--- config.mk ---
export PLATFORM = sky130hd
export DESIGN_NAME = fpmv_mac
export DESIGN_NICKNAME = d
export VERILOG_FILES = /design/src/rtl/fpmv_pkg.sv /design/src/rtl/fpmv_mac.sv
export SDC_FILE = /design/constraint.sdc
export NUM_CORES = 1
export LEC_CHECK = 0
export BUFFER_PORTS_ARGS = -buffer_cell sky130_fd_sc_hd__buf_2
export CORE_UTILIZATION = 34
export CTS_CLUSTER_DIAMETER = 60
export DETAILED_ROUTE_END_ITERATION = 7
export PLACE_DENSITY = 0.58
export SLEW_MARGIN = 30
export SYNTH_ARGS = -nofsm -noshare
export SYNTH_HDL_FRONTEND = slang
export SYNTH_SLANG_ARGS = --single-unit
--- constraint.sdc ---
create_clock -name i_clk -period 9.8 [get_ports i_clk]
set_clock_uncertainty 0.15 [all_clocks]
set_input_delay 2.94 -clock i_clk [delete_from_list [all_inputs] [get_ports i_clk]]
set_output_delay 2.94 -clock i_clk [all_outputs]
set_load 0.02 [all_outputs]
--- src/rtl/fpmv_pkg.sv ---
package fpmv_pkg;

    localparam int VALUE_W    = 16;
    localparam int INDEX_W    = 6;
    localparam int COUNT_W    = 7;
    localparam int CFG_IDX_W  = 2;
    localparam int ROW_LIMIT  = 64;

    localparam logic [COUNT_W-1:0]   COUNT_RESET   = 7'd64;
    localparam logic [CFG_IDX_W-1:0] CFG_ROW_COUNT = 2'd0;
    localparam logic [CFG_IDX_W-1:0] CFG_COL_COUNT = 2'd1;

    typedef enum logic [1:0] {
        CMD_MAT = 2'd0,
        CMD_VEC = 2'd1,
        CMD_RES = 2'd2,
        CMD_RUN = 2'd3
    } t_cmd;

    typedef enum logic [1:0] {
        ST_IDLE,
        ST_MAC,
        ST_DRAIN
    } t_state;

    typedef struct packed {
        t_cmd                       cmd;
        logic [INDEX_W-1:0]         row;
        logic [INDEX_W-1:0]         col;
        logic signed [VALUE_W-1:0]  value;
    } t_in;

    typedef struct packed {
        logic signed [VALUE_W-1:0]  result_value;
        logic [INDEX_W-1:0]         result_row;
        logic                       last;
    } t_out;

    typedef struct packed {
        logic clear;
        logic valid;
    } t_mac_ctl;

endpackage

--- src/rtl/fpmv_mac.sv ---
module fpmv_mac #(
    parameter int FRAC_BITS = 8
) (
    input  logic                                    i_clk,
    input  logic                                    i_rst_n,
    input  fpmv_pkg::t_mac_ctl                      i_ctl,
    input  logic signed [fpmv_pkg::VALUE_W-1:0]     i_a,
    input  logic signed [fpmv_pkg::VALUE_W-1:0]     i_b,
    output logic signed [fpmv_pkg::VALUE_W-1:0]     o_acc,
    output logic                                    o_pending
);

    logic signed [2*fpmv_pkg::VALUE_W-1:0] r_prod;
    logic                                  r_prod_vld;
    logic signed [fpmv_pkg::VALUE_W-1:0]   r_acc;
    logic signed [fpmv_pkg::VALUE_W-1:0]   n_acc;

    always_comb begin
        n_acc = r_acc;
        if (i_ctl.clear) begin
            n_acc = '0;
        end else if (r_prod_vld) begin
            // scale back, keep low bits; the sum wraps
            n_acc = r_acc + fpmv_pkg::VALUE_W'(r_prod >>> FRAC_BITS);
        end
    end

    always_ff @(posedge i_clk) begin
        if (!i_rst_n) begin
            r_prod_vld <= 1'b0;
        end else begin
            r_prod_vld <= i_ctl.valid;
        end
        if (i_ctl.valid) begin
            r_prod <= i_a * i_b;
        end
        r_acc <= n_acc;
    end

    assign o_acc     = r_acc;
    assign o_pending = r_prod_vld;

endmodule

# --- After elaboration in Yosys (flattened, before gate mapping) ---
# Cells that the tools add are included.
word_totals:
  ff_bits: 41
  out_inout_bits: 17
  wordCells: 5
op_classes:
  n_addsub: 1
  multipliers: 1
op_table:
  columns: ["operator", "count"]
  rows:
  - ["$mul A16 B16 Y24", 1]
  - ["$add A16 B16 Y16", 1]

# --- Depth between registers and ports, before layout ---
logic_depth:
  word_depth: 1
  depth_mapped: 23
  depth_no_buf: 21

# --- Worst setup path before layout ---
# Ideal clock, no wire load.
synth_timing:
  path_kind: "input-to-reg"
  startpoint: "input i_b[7] (netlist bit)"
  endpoint: "register r_prod[20] (netlist bit), data pin"
  setup_ns: 0.262
  t_arrival_ns: 7.901
  slack_ns: 1.487
  cell_stages: 18
  path_buffers: 2
  cell_sequence: "clkbuf_1 clkbuf_1 nand2_1 fa_1 inv_1 fa_1 fa_1 fa_1 fa_1 inv_1 fa_1 inv_1 ha_1 or3_1 or3_4 a31oi_2 o21bai_1 xor2_1"
synth_via:
  elab_chain_cells: 1
synth_lines:
  columns: ["element", "line_no", "source"]
  rows:
  - ["start: declaration", "fpmv_mac.sv:8", "input logic signed [fpmv_pkg::VALUE_W-1:0] i_b,"]
  - ["$mul A16 B16 Y24", "fpmv_mac.sv:35", "r_prod <= i_a * i_b;"]
  - ["end signal: assignment", "fpmv_mac.sv:35", null]
  - ["end: declaration", "fpmv_mac.sv:13", "logic signed [2*fpmv_pkg::VALUE_W-1:0] r_prod;"]
# No other way between the ends.
# A chain may end at the register's enable or synchronous reset.

# --- Final worst setup path ---
layout_timing:
  startpoint: "input i_b[1] (netlist bit)"
  endpoint: "register r_prod[20] (netlist bit), data pin"
# The elaborated chain is that of the path after synthesis.

==> impl_metrics.yaml <==
run_status:
  run_status: "finished, violations left"
  violations: "DRC"
cells_and_area:
  layout_common_cells: "inv_1, fa_1, nand2_1"
  drive_above_1_share_pct: 7.522
  nFillCells: 2721
  fin_util_pct: 37.58
  diodes: 0
  final_cell_count_no_fill: 1372
  syn2layout_area_growth_pct: 7.505
  layout_commonest_cell: "inv_1"
  layout.nets: 1344
yosys:
  synthesis.area_mm2: 0.009186
  synthArstFlopShare_pct: 0
  avgSynthCellArea_um2: 9.077
  ys_seq_area_share_pct: 8.935
  synth_nets: 1320
  synth-seq-cells: 33
  ys.flop_type: "dfxtp_1"
  synth_edf_count: 16
  synth_warnings: 0
  synthCells: 1012
  ys_types: 55
global_routing:
  grt_max_degree: 26
  grt_overflow: 0
  grt_pass1_wl_mm: 33.73
  antenna_found_initial: 0
  grt_pass1_vias: 6744
  grt_usage_pct: 15.10
placed_design:
  io_buffers: 52
  gp_congestion: 0.8193
  place_inst: 1364
  hpwl_mm: 16.45
clocking:
  cts-resized-gates: 0
  postCtsSetupBuffers: 0
  cts_buffers: 5
  cts_root_buf: "clkbuf_16"
  cts_tree: "yes"
  insertion_delay_ns: 0.28
  postCtsHoldBufs: 0
  htreeDepth: 2
  clock_sinks: 33
  clockBufferDepth: 2
  clkTransAtPathRegs_ns: 0.05
routing:
  wl_per_cell_um: 14.29
  drt_pass1_iterations: 8
  route.final.wire_length_mm: 19.60
  remaining_drc_errors: 5
  vias: 6326
  drt_iter0_markers: 259
  drt.antenna.violating_nets: 0
  viasPerCell: 4.611
timing:
  worst_slew_pin_slew_ns: 0.5379
  fin_crit_sh_pct: 84.44
  fin_setup_tns_ns: 0
  finalMaxSlewViolations: 0
  max-slew-margin-rel_pct: 63.90
  hold_violations: 0
  post-route-min-period_ns: 8.275
  grt_setup_unrepaired: "no"
  max_clock_freq_mhz: 120.8
  setup_violations: 0
setup_path:
  path_buf_inv: 4
  rrSetupSlack_ns: 6.97
  slowest_delay_ns: 0.55
  end_kind: "register"
  worstSetupPathType: "in2reg"
  crit_chain: "buf_2 > nand2_1 > fa_1 > inv_1 > fa_1 > ha_1 > fa_1 > inv_1 > fa_1 > fa_1 > inv_1 > ha_1 > a21o_1 > a21o_1 > a31oi_4 > a21oi_2 > or3_4 > a31oi_2 > o21bai_1 > xor2_1"
  cp_max_fo: 16
  cpMostUsedCell: "fa_1"
  critPathTopFamily: "adder cells"
  rr_worst_depth: 11
  start_kind: "input pin"
  cp.required_ns: 9.67
  worstPathArrival_ns: 8.15
  reg2reg_to: "o_acc[14]$_SDFFE_PP0P_"
  crit_slowest_cell: "fa_1"
  r2r_start: "o_acc[0]$_SDFFE_PP0P_"
flow_run:
  maxCapViolations: 0
die:
  die_w_um: 166.4
  design.portCount: 53
  fp-row-count: 59
  dieArea_mm2: 0.02768
  core-area_mm2: 0.02628
  initial_core_util_pct: 34.96
  die_y_um: 166.4
worst_hold_path:
  holdCritStartpoint: "o_acc[4]$_SDFFE_PP0P_"
  hold_depth: 2
  hp-class: "reg2reg"
  hold_path_end: "o_acc[4]$_SDFFE_PP0P_"
metal layers:
layer / track usage, % / wire (µm) / vias up
met5: 0 / 0 / -
met4: 1.932 / 131 / 0
met3: 1.406 / 832 / 11
met2: 24.41 / 8535 / 146
met1: 22.39 / 10110 / 3108
li1: - / - / 3061
worst max path at each step:
stage,startpoint,to,slack (ns),depth (start not counted)
2_1_floorplan,i_b[7],r_prod[20]$_DFFE_PP_,1.49,18
3_3_place_gp,i_b[1],r_prod[20]$_DFFE_PP_,1.29,20
3_5_place_dp,i_b[1],r_prod[20]$_DFFE_PP_,1.16,20
4_1_cts,i_b[1],r_prod[20]$_DFFE_PP_,1.46,20
5_1_grt,i_b[1],r_prod[20]$_DFFE_PP_,1.23,20
6_report,i_b[1],r_prod[20]$_DFFE_PP_,1.52,20
worst reg2reg max path: stages (launching register included):
cell and delay, ns:
dfxtp_1 0.34, ha_1 0.20, inv_1 0.06, fa_1 0.39, nor2b_1 0.12, o21a_2 0.16, o21ai_4 0.07, a211oi_2 0.28
nor3_2 0.11, o41ai_2 0.39, nor3_1 0.09, or3_1 0.35
stage by stage:
| stage | worst slack (ns) | cell area [µm²] | hold WS, ns |
|---|---|---|---|
| after global placement | 1.286 | 9737 | 0.3345 |
| after floorplan | 1.487 | 9186 | 0.4102 |
| after CTS | 1.464 | 9876 | 0.3485 |
| after detailed placement | 1.156 | 9737 | 0.3399 |
| final | 1.525 | 9876 | 0.3403 |
| after global routing | 1.234 | 9876 | 0.3848 |
flip-flops by register name (all words and copies together) (netlist names):
name / flops
r_prod: 16
o_acc: 16
o_pending: 1
layout make-up:
| class | count | area (µm²) | area share [%] |
|---|---|---|---|
| Tap cell | 335 | 419.2 | 4.244 |
| Timing Repair Buffer | 53 | 267.8 | 2.711 |
| Clock inverter | 2 | 10.01 | 0.1014 |
| Multi-Input combinational cell | 697 | 7306 | 73.98 |
| Clock buffer | 6 | 128.9 | 1.305 |
| Inverter | 246 | 923.4 | 9.350 |
| Sequential cell | 33 | 820.8 | 8.311 |
cells in the mapped netlist, drive strengths merged, types with 2 or more instances:
master,count,area (µm²)
a211o,5,45.04
a211oi,4,35.03
a21o,5,37.54
a21oi,20,103.9
a31oi,5,58.80
and2,98,613.1
and3,6,37.54
buf,4,16.26
clkbuf,32,120.1
dfxtp,17,340.3
edfxtp,16,480.5
fa,187,3744
ha,85,1064
inv,246,923.4
mux2i,10,100.1
nand2,129,484.2
nand2b,9,56.30
nand3,9,50.05
nand4,2,12.51
nor2,30,112.6
nor2b,4,25.02
nor3,12,65.06
o21a,3,23.77
o21ai,7,46.30
o21bai,2,15.01
o31a,3,27.53
or2,2,12.51
or3,5,36.28
xnor2,35,306.5
xor2,8,70.07
logic make-up after synthesis:
kind of cell	Yosys count	synth area share (%)
and+or+nand+nor	312	16.94
muxes	10	1.090
DFF	33	8.935
xor gates and xnor gates	43	4.100
buffers and inverters	282	11.54
AOI/OAI and AO/OA	60	5.067
adders and majority gates	272	52.33
Power is not shown: default switching activity piles up to over one toggle a cycle in this logic, so the estimate is an artifact.
