File: src/rtl/fpmv_ram.sv
module fpmv_ram #(
    parameter int WIDTH = 16,
    parameter int DEPTH = 64
) (
    input  logic                     i_clk,
    input  logic                     i_we,
    input  logic [$clog2(DEPTH)-1:0] i_waddr,
    input  logic [WIDTH-1:0]         i_wdata,
    input  logic                     i_re,
    input  logic [$clog2(DEPTH)-1:0] i_raddr,
    output logic [WIDTH-1:0]         o_rdata
);

    logic [WIDTH-1:0] r_mem [DEPTH];
    logic [WIDTH-1:0] r_rdata;

    always_ff @(posedge i_clk) begin
        if (i_we) begin
            r_mem[i_waddr] <= i_wdata;
        end
        if (i_re) begin
            r_rdata <= r_mem[i_raddr];
        end
    end

    assign o_rdata = r_rdata;

endmodule

File: config.mk
export PLATFORM = sky130hd
export DESIGN_NAME = fpmv_ram
export DESIGN_NICKNAME = d
export VERILOG_FILES = /design/src/rtl/fpmv_ram.sv
export SDC_FILE = /design/constraint.sdc
export NUM_CORES = 1
export LEC_CHECK = 0
export BUFFER_PORTS_ARGS = -buffer_cell sky130_fd_sc_hd__buf_2
export CAP_MARGIN = 10
export CORE_MARGIN = 2
export CORE_UTILIZATION = 50
export CTS_CLUSTER_DIAMETER = 60
export DETAILED_ROUTE_END_ITERATION = 12
export PLACE_DENSITY = 0.71
export SYNTH_ARGS = -nofsm -noshare
export SYNTH_HDL_FRONTEND = slang
export SYNTH_SLANG_ARGS = --single-unit
File: constraint.sdc
create_clock -name i_clk -period 9 [get_ports i_clk]
set_input_delay 2.7 -clock i_clk [delete_from_list [all_inputs] [get_ports i_clk]]
set_output_delay 2.7 -clock i_clk [all_outputs]
set_load 0.03 [all_outputs]
# Yosys cells after proc, flatten, opt, wreduce, memory -nomap -nowiden
# Memories as Yosys holds them, arrays and structs flattened. A register that Yosys moved wholly into a read port is not among the register bits.
# Cells that the tools add are included.
# Widths: inputs -> output; s select.
# word_totals
elab_cells,3
rom_bits,0
ff_bits,0
latch_bits,0
in_bits,31
mem_bits_rw,1024
n_memories,1
# mem_list
name,depth,width,read_ports,rd_clocked_by_memory_dff,write_ports,line,text
r_mem,64,16,1,1,1,14,logic [WIDTH-1:0] r_mem [DEPTH];
# classes
n_reduce_logical,0
eq_ne,0
n_addsub,0
muxes,2
order_cmp,0
n_mul,0
bitwise_logic,0
div_mod_pow,0
shifts,0
# ops
op,n
$mux 1,2

# Logic depth before layout (Yosys ltp)
# Gate-level depths: netlist of the first run.
# logic_depth
ltp_word,2
ltp_mapped,10

# Least setup slack after synthesis of the first run
# No wires, ideal clock.
# synth_path
path_kind,input to register
from,input port i_waddr[3]
to,memory r_mem[48][0] (enable)
setup_ps,409
t_arrival_ps,4326
n_path_buf,1
setup_slack_ps,4265
path_stages,4
required_ps,8591
cell_sequence,clkbuf_1 > nor2b_1 > nand4b_1 > nor3_1
# synth_lines
element,line,text
"start, declared",7,"input logic [$clog2(DEPTH)-1:0] i_waddr,"
"end, declared",14,
# Straight into the memory's write port.

==> results.md, run 1 <==
- Initial antenna violation count: 11
- DRC Markers: 0
- Pre-CTS setup slack: 2.58 ns
- Peak supply drop: between 0.15 and 0.2 mV
- Slowest cell on crit path: buf_8
- Max-cap viol count: 0
- WL final: between 90,000 and 100,000 um
- Fmax: 175 MHz
- Synthesis-to-finish area growth: 12.3%
- Hold Crit Class: flop to flop
- Cts bufs inserted: just under 100
- Core area: 79,300 um2
- R2R Path End: o_rdata[13]$_DFFE_PP_
- Die Y-Extent: 288 um
- Reg2Reg Setup Slack: 6.49 ns
- Worst-path cell chain: buf_8 > buf_12 > mux4_2 > mux2i_1 > a22oi_1 > a31oi_1 > a311oi_1
- Mean Syn Cell Area: around 22 um2
- Die ar.: 82,700 um2
- Grt ovf: 0
- Slew @ Worst Pin: around 1.2 ns
- Setup Buffers After CTS: 0
- Setup violations, final: 0
- CTS sink count: 1,040
- Vias in the first global route: around 19k
- Initial core utilization: 0.507
- Post-synth design cell area: 40,200 um2
- Reg2Reg Depth: 5
- Resized cells post-CTS: 0
- Crit path kind: primary input to flop
- Worst Hold Endpoint: o_rdata[11]$_DFFE_PP_
- GRT Total Usage: 0.237
- Row count: around 100
- Static leakage: 14.2 nW
- Number of fillers in the final layout: approximately 5.6k
- Ratio of cells with drive above 1 in the final layout: 0.267
- Setup crit start kind: primary input
- Final hold violation count: 0
- Crit path capture type: flop
- Final period utilization: 0.635
- CTS Hold Bufs: 0
- Mapped Cells: about 1.8k
- Largest net degree at the start of global routing: 98
- R2r startpoint: r_mem[7][13]$_DFFE_PP_
- PwrDens: 227 nW/um2
- Delay-heaviest family, CP: buffers and inverters
- Detailed-route via count: ~20k
- Port bufs: 46
- Ys Warns: 0
- First-pass GRT wire length: 139,000 um
- Hpwl dp: ~54,000 um
- IO Count: 47
- Post-Layout Cell Count: just over 3k
- Setup TNS: 0 ns
- WP data arrival: 6.06 ns
- Syn_nets: between 1.5k and 2k
- Yosys cell types: between 40 and 50
- Final ANT Viol Nets: 0
- Dominant synthesized flop cell: edfxtp_1
- Most frequent cells in the layout: edfxtp_1 (1,040), mux4_2 (220), clkbuf_16 (101)
- Final GP Congestion: about 0.82
- CP peak stage delay: approximately 0.64 ns
- WL/cell: 31.2 um
- RSZ-0062 raised after global routing: no
- Reg clk slew, reported paths: 0.06 ns
- Seq/Total Area, Yosys: 0.777
- CTS tree: done
- Avg Vias per Cell: 6.34
- Root buf cell: clkbuf_16
- Async set or reset register ratio after synthesis: 0
- Crit path depth: 7
- Clk Latency, worst-skew pair: a little under 0.7 ns
- HP Start: r_mem[40][11]$_DFFE_PP_
- DRT iter0 DRCs: 2,672
- Worst Clk Skew: between 0.04 and 0.05 ns
- Drt pass-1 iters: 6
- Die width: around 290 um
- Slew Viols, Final: 0
- Seq cells post-synth: ~1.0k
- EDFF count, synth: 1,040
- Status: finished clean
- Worst Hold Path Cells: 4
- Buffer and inverter count on the worst path: 2
- H-tree level count: 3
- Dpl cells: 2,897
- Fin crit period: roughly 5.7 ns
- Clk buf depth: 3
- Nets@finish: 1,982
- Max FO, Critical Path: 85
- Commonest non-fill, non-tap cell in the layout: edfxtp_1
- Final setup margin: 3.29 ns
- Headroom to the max-slew limit: 0.168
- Required time of the worst setup path: 9.35 ns
-- cell families after synthesis --
| group | after synthesis | synth area share |
|---|---|---|
| AO/OA/AOI/OAI | 129 | 0.0240 |
| multiplexers | 336 | 0.155 |
| AND/OR/NAND/NOR | 220 | 0.0264 |
| flip-flops | 1040 | 0.777 |
| buffers and inverters | 104 | 0.0182 |
-- final cells by class --
type / instances / area [um2] / share of cell area
flip-flops and latches: 1040 / 31200 / 0.691
multi-input cells: 685 / 8290 / 0.184
clock buffers: 121 / 2600 / 0.0576
well taps: 1050 / 1310 / 0.0291
repair buffers: 125 / 923 / 0.0204
clock inverters: 62 / 795 / 0.0176
diodes: 2 / 5.00 / 0.000111
-- metrics by stage --
| step | instance area, um2 | power, W | util | hold WS (ns) |
|---|---|---|---|---|
| floorplan | 40200 | 0.00577 | - | 0.828 |
| global placement | 41700 | 0.00598 | 0.526 | 0.935 |
| detailed placement | 41700 | 0.00599 | 0.526 | 0.956 |
| CTS | 45100 | 0.0103 | 0.569 | 0.969 |
| global route | 45200 | 0.0105 | 0.570 | 0.996 |
| finish | 45200 | 0.0102 | 0.570 | 0.956 |
-- routing by layer --
metal,GRT usage,share of wire,vias up
li1,-,-,7947
met1,0.331,0.38,10300
met2,0.363,0.47,1161
met3,0.0584,0.11,187
met4,0.0902,0.036,10
met5,0,0.00052,-
-- registers in the layout, indices dropped and copies added, names as in the netlist --
name     count
o_rdata     16
r_mem     1024
-- worst max path at each step --
stage                                   to       start  slack (ns)
floorplan           r_mem[48][0]$_DFFE_PP_  i_waddr[3]        4.27
global placement      o_rdata[9]$_DFFE_PP_  i_raddr[0]        2.71
detailed placement    o_rdata[9]$_DFFE_PP_  i_raddr[0]        2.58
CTS                   o_rdata[9]$_DFFE_PP_  i_raddr[0]        3.27
global route         o_rdata[13]$_DFFE_PP_  i_raddr[0]        3.14
finish                o_rdata[9]$_DFFE_PP_  i_raddr[0]        3.29
-- cell usage after synthesis (6+ instances only) --
cell,instances,share of area
buf_4,13,0.0024
a211oi_1,8,0.0015
a22oi_1,39,0.0073
buf_6,17,0.0048
edfxtp_1,1040,0.78
a21oi_1,17,0.0021
mux2_2,27,0.0076
a211o_1,8,0.0017
nor2b_1,30,0.0047
buf_2,36,0.0045
mux4_2,220,0.12
a221o_1,6,0.0015
mux2i_1,85,0.021
clkbuf_1,24,0.0022
a22o_1,6,0.0013
a31oi_1,8,0.0012
nand4_1,12,0.0019
nor2_1,72,0.0067
a311oi_1,8,0.0017
a221oi_1,16,0.0035
nand3_1,24,0.0030
nand2_1,59,0.0055
-- worst register-to-register path: cells and delay by family, from the launching register on --
family | cells | cell delay [ns]
compound gates | 3 | 0.82
flops | 1 | 0.37
mux | 2 | 1.02
-- power by group --
group	switching [W]	leakage [nW]	internal, W
registers	0.0000210	9.37	0.00537
logic	0.000329	3.23	0.000170
clock network	0.00177	1.65	0.00258
total	0.00212	14.2	0.00812
(Power assumes the default switching activity.)
==> run 2, diff against run 1 <==
ABC_AREA = 1   (was default)
PLACE_DENSITY = 0.73   (was 0.71)
clock period = 5.2 ns   (was 9 ns; I/O delays follow)
==> run 2 against run 1 <==
Against the previous run: hold slack worse by 0.067 ns; cell count is 55% higher; clock power grew 69%; routed wire length increased by 13%; final area rose by 4.0%; synthesized area rose by 5.1%.
==> results.md, run 2 <==
- Avg Vias per Cell: 5.79 (was 6.34)
- Top-count cell post-synth: nand2_1 (was edfxtp_1)
- Worst Clk Skew: 0.0348 ns (was 0.0442 ns)
- Initial core utilization: 0.505 (was 0.507)
- WL final: 109,000 um (was 96,300 um)
- Static leakage: 16.9 nW (was 14.2 nW)
- RSZ-0062 raised after global routing: no (unchanged)
- Initial antenna violation count: 6 (was 11)
- Final hold violation count: 0 (unchanged)
- Die Y-Extent: 295 um (was 288 um)
- Clk Latency, worst-skew pair: 0.68 ns (about the same)
- Detailed-route via count: 27.7k (was 19.6k)
- R2r startpoint: r_mem[5][6]$_DFFE_PP_ (was r_mem[7][13]$_DFFE_PP_)
- PwrDens: 378 nW/um2 (was 227 nW/um2)
- EDFF count, synth: 1,040 (unchanged)
- CTS sink count: 1,040 (unchanged)
- Cts bufs inserted: 100 (was 99)
- Internal power: 0.0138 W (was 0.00812 W)
- IO Count: 47 (unchanged)
- Post-synth design cell area: 42,300 um2 (was 40,200 um2)
- Final GP Congestion: 0.876 (was 0.816)
- Seq/Total Area, Yosys: 0.739 (was 0.777)
- Async set or reset register ratio after synthesis: 0 (unchanged)
- Ratio of cells with drive above 1 in the final layout: 0.0876 (was 0.267)
- WP data arrival: 4.01 ns (was 6.06 ns)
- Resized cells post-CTS: 0 (unchanged)
- Peak supply drop: 0.371 mV (was 0.161 mV)
- Setup crit start kind: primary input (unchanged)
- DRC Markers: 0 (unchanged)
- Reg2Reg Setup Slack: 3.42 ns (was 6.49 ns)
- Die width: 295 um (was 288 um)
- Top cells by area, synth: edfxtp_1 (74%), nand2_1 (12%), nand3_1 (10%) (was edfxtp_1 (78%), mux4_2 (12%), mux2i_1 (2.1%))
- First-pass GRT wire length: 163,000 um (was 139,000 um)
- Final Util: 0.561 (was 0.570)
- Setup TNS: 0 ns (unchanged)
- Commonest non-fill, non-tap cell in the layout: nand2_1 (was edfxtp_1)
- Largest register by flop count: r_mem (unchanged)
- Crit path capture type: flop (unchanged)
- Sw power: 0.00393 W (was 0.00212 W)
- Crit path kind: primary input to flop (unchanged)
- Hpwl dp: 60,600 um (was 54,200 um)
- Clock power frac: 0.413 (was 0.425)
- Grt ovf: 0 (unchanged)
- Setup violations, final: 0 (unchanged)
- GRT Total Usage: 0.250 (was 0.237)
- Flop pwr share: 0.525 (was 0.527)
- Net Sw Frac: 0.221 (was 0.207)
- Reg clk slew, reported paths: 0.06 ns (about the same)
- Clk buf depth: 3 (unchanged)
- Dominant synthesized flop cell: edfxtp_1 (unchanged)
- Ys Warns: 0 (unchanged)
- Most frequent cells in the layout: nand2_1 (1,296), edfxtp_1 (1,040), nand3_1 (871) (was edfxtp_1 (1,040), mux4_2 (220), clkbuf_16 (101))
- Final ANT Viol Nets: 0 (unchanged)
- Hold Crit Class: flop to flop (unchanged)
- Max FO, Critical Path: 179 (was 85)
- Cell taking the most area after synthesis: edfxtp_1 (unchanged)
- Mean Syn Cell Area: 12.0 um2 (was 22.0 um2)
- Row count: 106 (was 103)
- Logic pwr share: 0.062 (was 0.049)
- Port bufs: 46 (unchanged)
- Root buf cell: clkbuf_16 (unchanged)
- Final period utilization: 0.697
- Setup Buffers After CTS: 0 (unchanged)
- H-tree level count: 3 (unchanged)
- Drt pass-1 iters: 6 (unchanged)
- Yosys cell types: 15 (was 42)
- Max reg flops: 1,024 (unchanged)
- Headroom to the max-slew limit: 0.365 (was 0.168)
- Required time of the worst setup path: 5.58 ns (was 9.35 ns)
- Top cell types by occurrence after synthesis: nand2_1 (1,296), edfxtp_1 (1,040), nand3_1 (871) (was edfxtp_1 (1,040), mux4_2 (220), mux2i_1 (85))
- Worst setup path start: i_raddr[0] (unchanged)
- R2R Path End: o_rdata[6]$_DFFE_PP_ (was o_rdata[13]$_DFFE_PP_)
- Die ar.: 86,900 um2 (was 82,700 um2)
- Seq cells post-synth: 1,040 (unchanged)
- Area share of the leading cell type in the synthesized netlist: 0.739 (was 0.777)
- Slew Viols, Final: 0 (unchanged)
- Status: finished clean (unchanged)
- Nets@finish: 3,595 (was 1,982)
- CTS tree: done (unchanged)
- Synthesis-to-finish area growth: 11.1% (was 12.3%)
- WL/cell: 22.7 um (was 31.2 um)
- Critical Path Sink: o_rdata[6]$_DFFE_PP_ (was o_rdata[9]$_DFFE_PP_)
- Slew @ Worst Pin: 0.952 ns (was 1.25 ns)
- DRT iter0 DRCs: 3,906 (was 2,672)
- Fmax: about 280 MHz
- Vias in the first global route: 26.3k (was 19.4k)
- Mapped Cells: 3,517 (was 1,829)
- Max-cap viol count: 0 (unchanged)
- Core area: 83,700 um2 (was 79,300 um2)
- Reg2Reg Depth: 8 (was 5)
- CTS Hold Bufs: 0 (unchanged)
- Fin crit period: 3.62 ns
- Largest net degree at the start of global routing: 180 (was 98)
- Syn_nets: 3,548 (was 1,860)
[run 2: cell count changes after synthesis, sizes merged, moves of 17 or more]
cell,before,now
nand2,60,1296
nand3,24,871
mux4,224,0
buf,77,199
mux2i,85,0
a22oi,39,0
nor2b,30,0
mux2,27,0
nor2,74,56
a21oi,17,0
[run 2: power by group through the flow]
| stage | logic [W] | clock network [W] | registers, W |
|---|---|---|---|
| after detailed placement | 0.00108 | 0 | 0.00950 |
| after global placement | 0.00106 | 0 | 0.00950 |
| after CTS | 0.00108 | 0.00740 | 0.00932 |
| after global routing | 0.00119 | 0.00770 | 0.00932 |
| after floorplan | 0.000621 | 0 | 0.00951 |
| final | 0.00110 | 0.00734 | 0.00932 |
[run 2: cell families after synthesis]
group	count (synthesis)	share of synthesized area
buffers and inverters	237	0.0352
flip-flops	1040	0.739
AND/OR/NAND/NOR	2240	0.226
[run 2: layout make-up]
cell class / instances / area (um2)
Antenna cell: 3 / 7.51
Fill cell: 6605 / 36700
Sequential cell: 1040 / 31200
Inverter: 12 / 71.3
Timing Repair Buffer: 170 / 1370
Clock buffer: 123 / 2630
Tap cell: 1134 / 1420
Clock inverter: 58 / 642
Multi-Input combinational cell: 2240 / 9590
[run 2: worst max-delay path, stage by stage]
cell and delay [ns]:
buf_8 0.40, inv_16 0.27, buf_12 0.37, nand2_1 0.10
nand3_1 0.07, nand3_1 0.20, nand2_1 0.10, nand2_1 0.07
nand3_1 0.10, nand3_1 0.37, nand2_1 0.14
[run 2: metrics by stage]
step | total power [W] | cell area, um2 | hold WS, ns | std cells | setup WS, ns
final | 0.0178 | 47000 | 0.889 | 4780 | 1.58
after CTS | 0.0178 | 47000 | 0.889 | 4777 | 1.77
after floorplan | 0.0101 | 42300 | 0.797 | 3517 | 1.09
after detailed placement | 0.0106 | 43700 | 0.871 | 4596 | 1.08
after global routing | 0.0182 | 47000 | 0.982 | 4777 | 1.54
after global placement | 0.0106 | 43700 | 0.853 | 4596 | 1.10
[run 2: worst min-delay path by stage]
stage	depth (start not counted)	startpoint	endpoint	slack [ns]
after global placement	8	r_mem[60][11]$_DFFE_PP_	o_rdata[11]$_DFFE_PP_	0.85
after floorplan	8	r_mem[44][0]$_DFFE_PP_	o_rdata[0]$_DFFE_PP_	0.80
after global routing	8	r_mem[54][3]$_DFFE_PP_	o_rdata[3]$_DFFE_PP_	0.98
after detailed placement	8	r_mem[48][2]$_DFFE_PP_	o_rdata[2]$_DFFE_PP_	0.87
final	8	r_mem[62][11]$_DFFE_PP_	o_rdata[11]$_DFFE_PP_	0.89
after CTS	8	r_mem[48][2]$_DFFE_PP_	o_rdata[2]$_DFFE_PP_	0.89
[run 2: metal layers]
metal  track usage  up-vias  wire length (um)
met5             0        -                29
met4        0.0815        4              3350
met3        0.0471      211             10800
met1         0.352    13500             43300
met2         0.394     1474             51200
li1              -    12500                 -
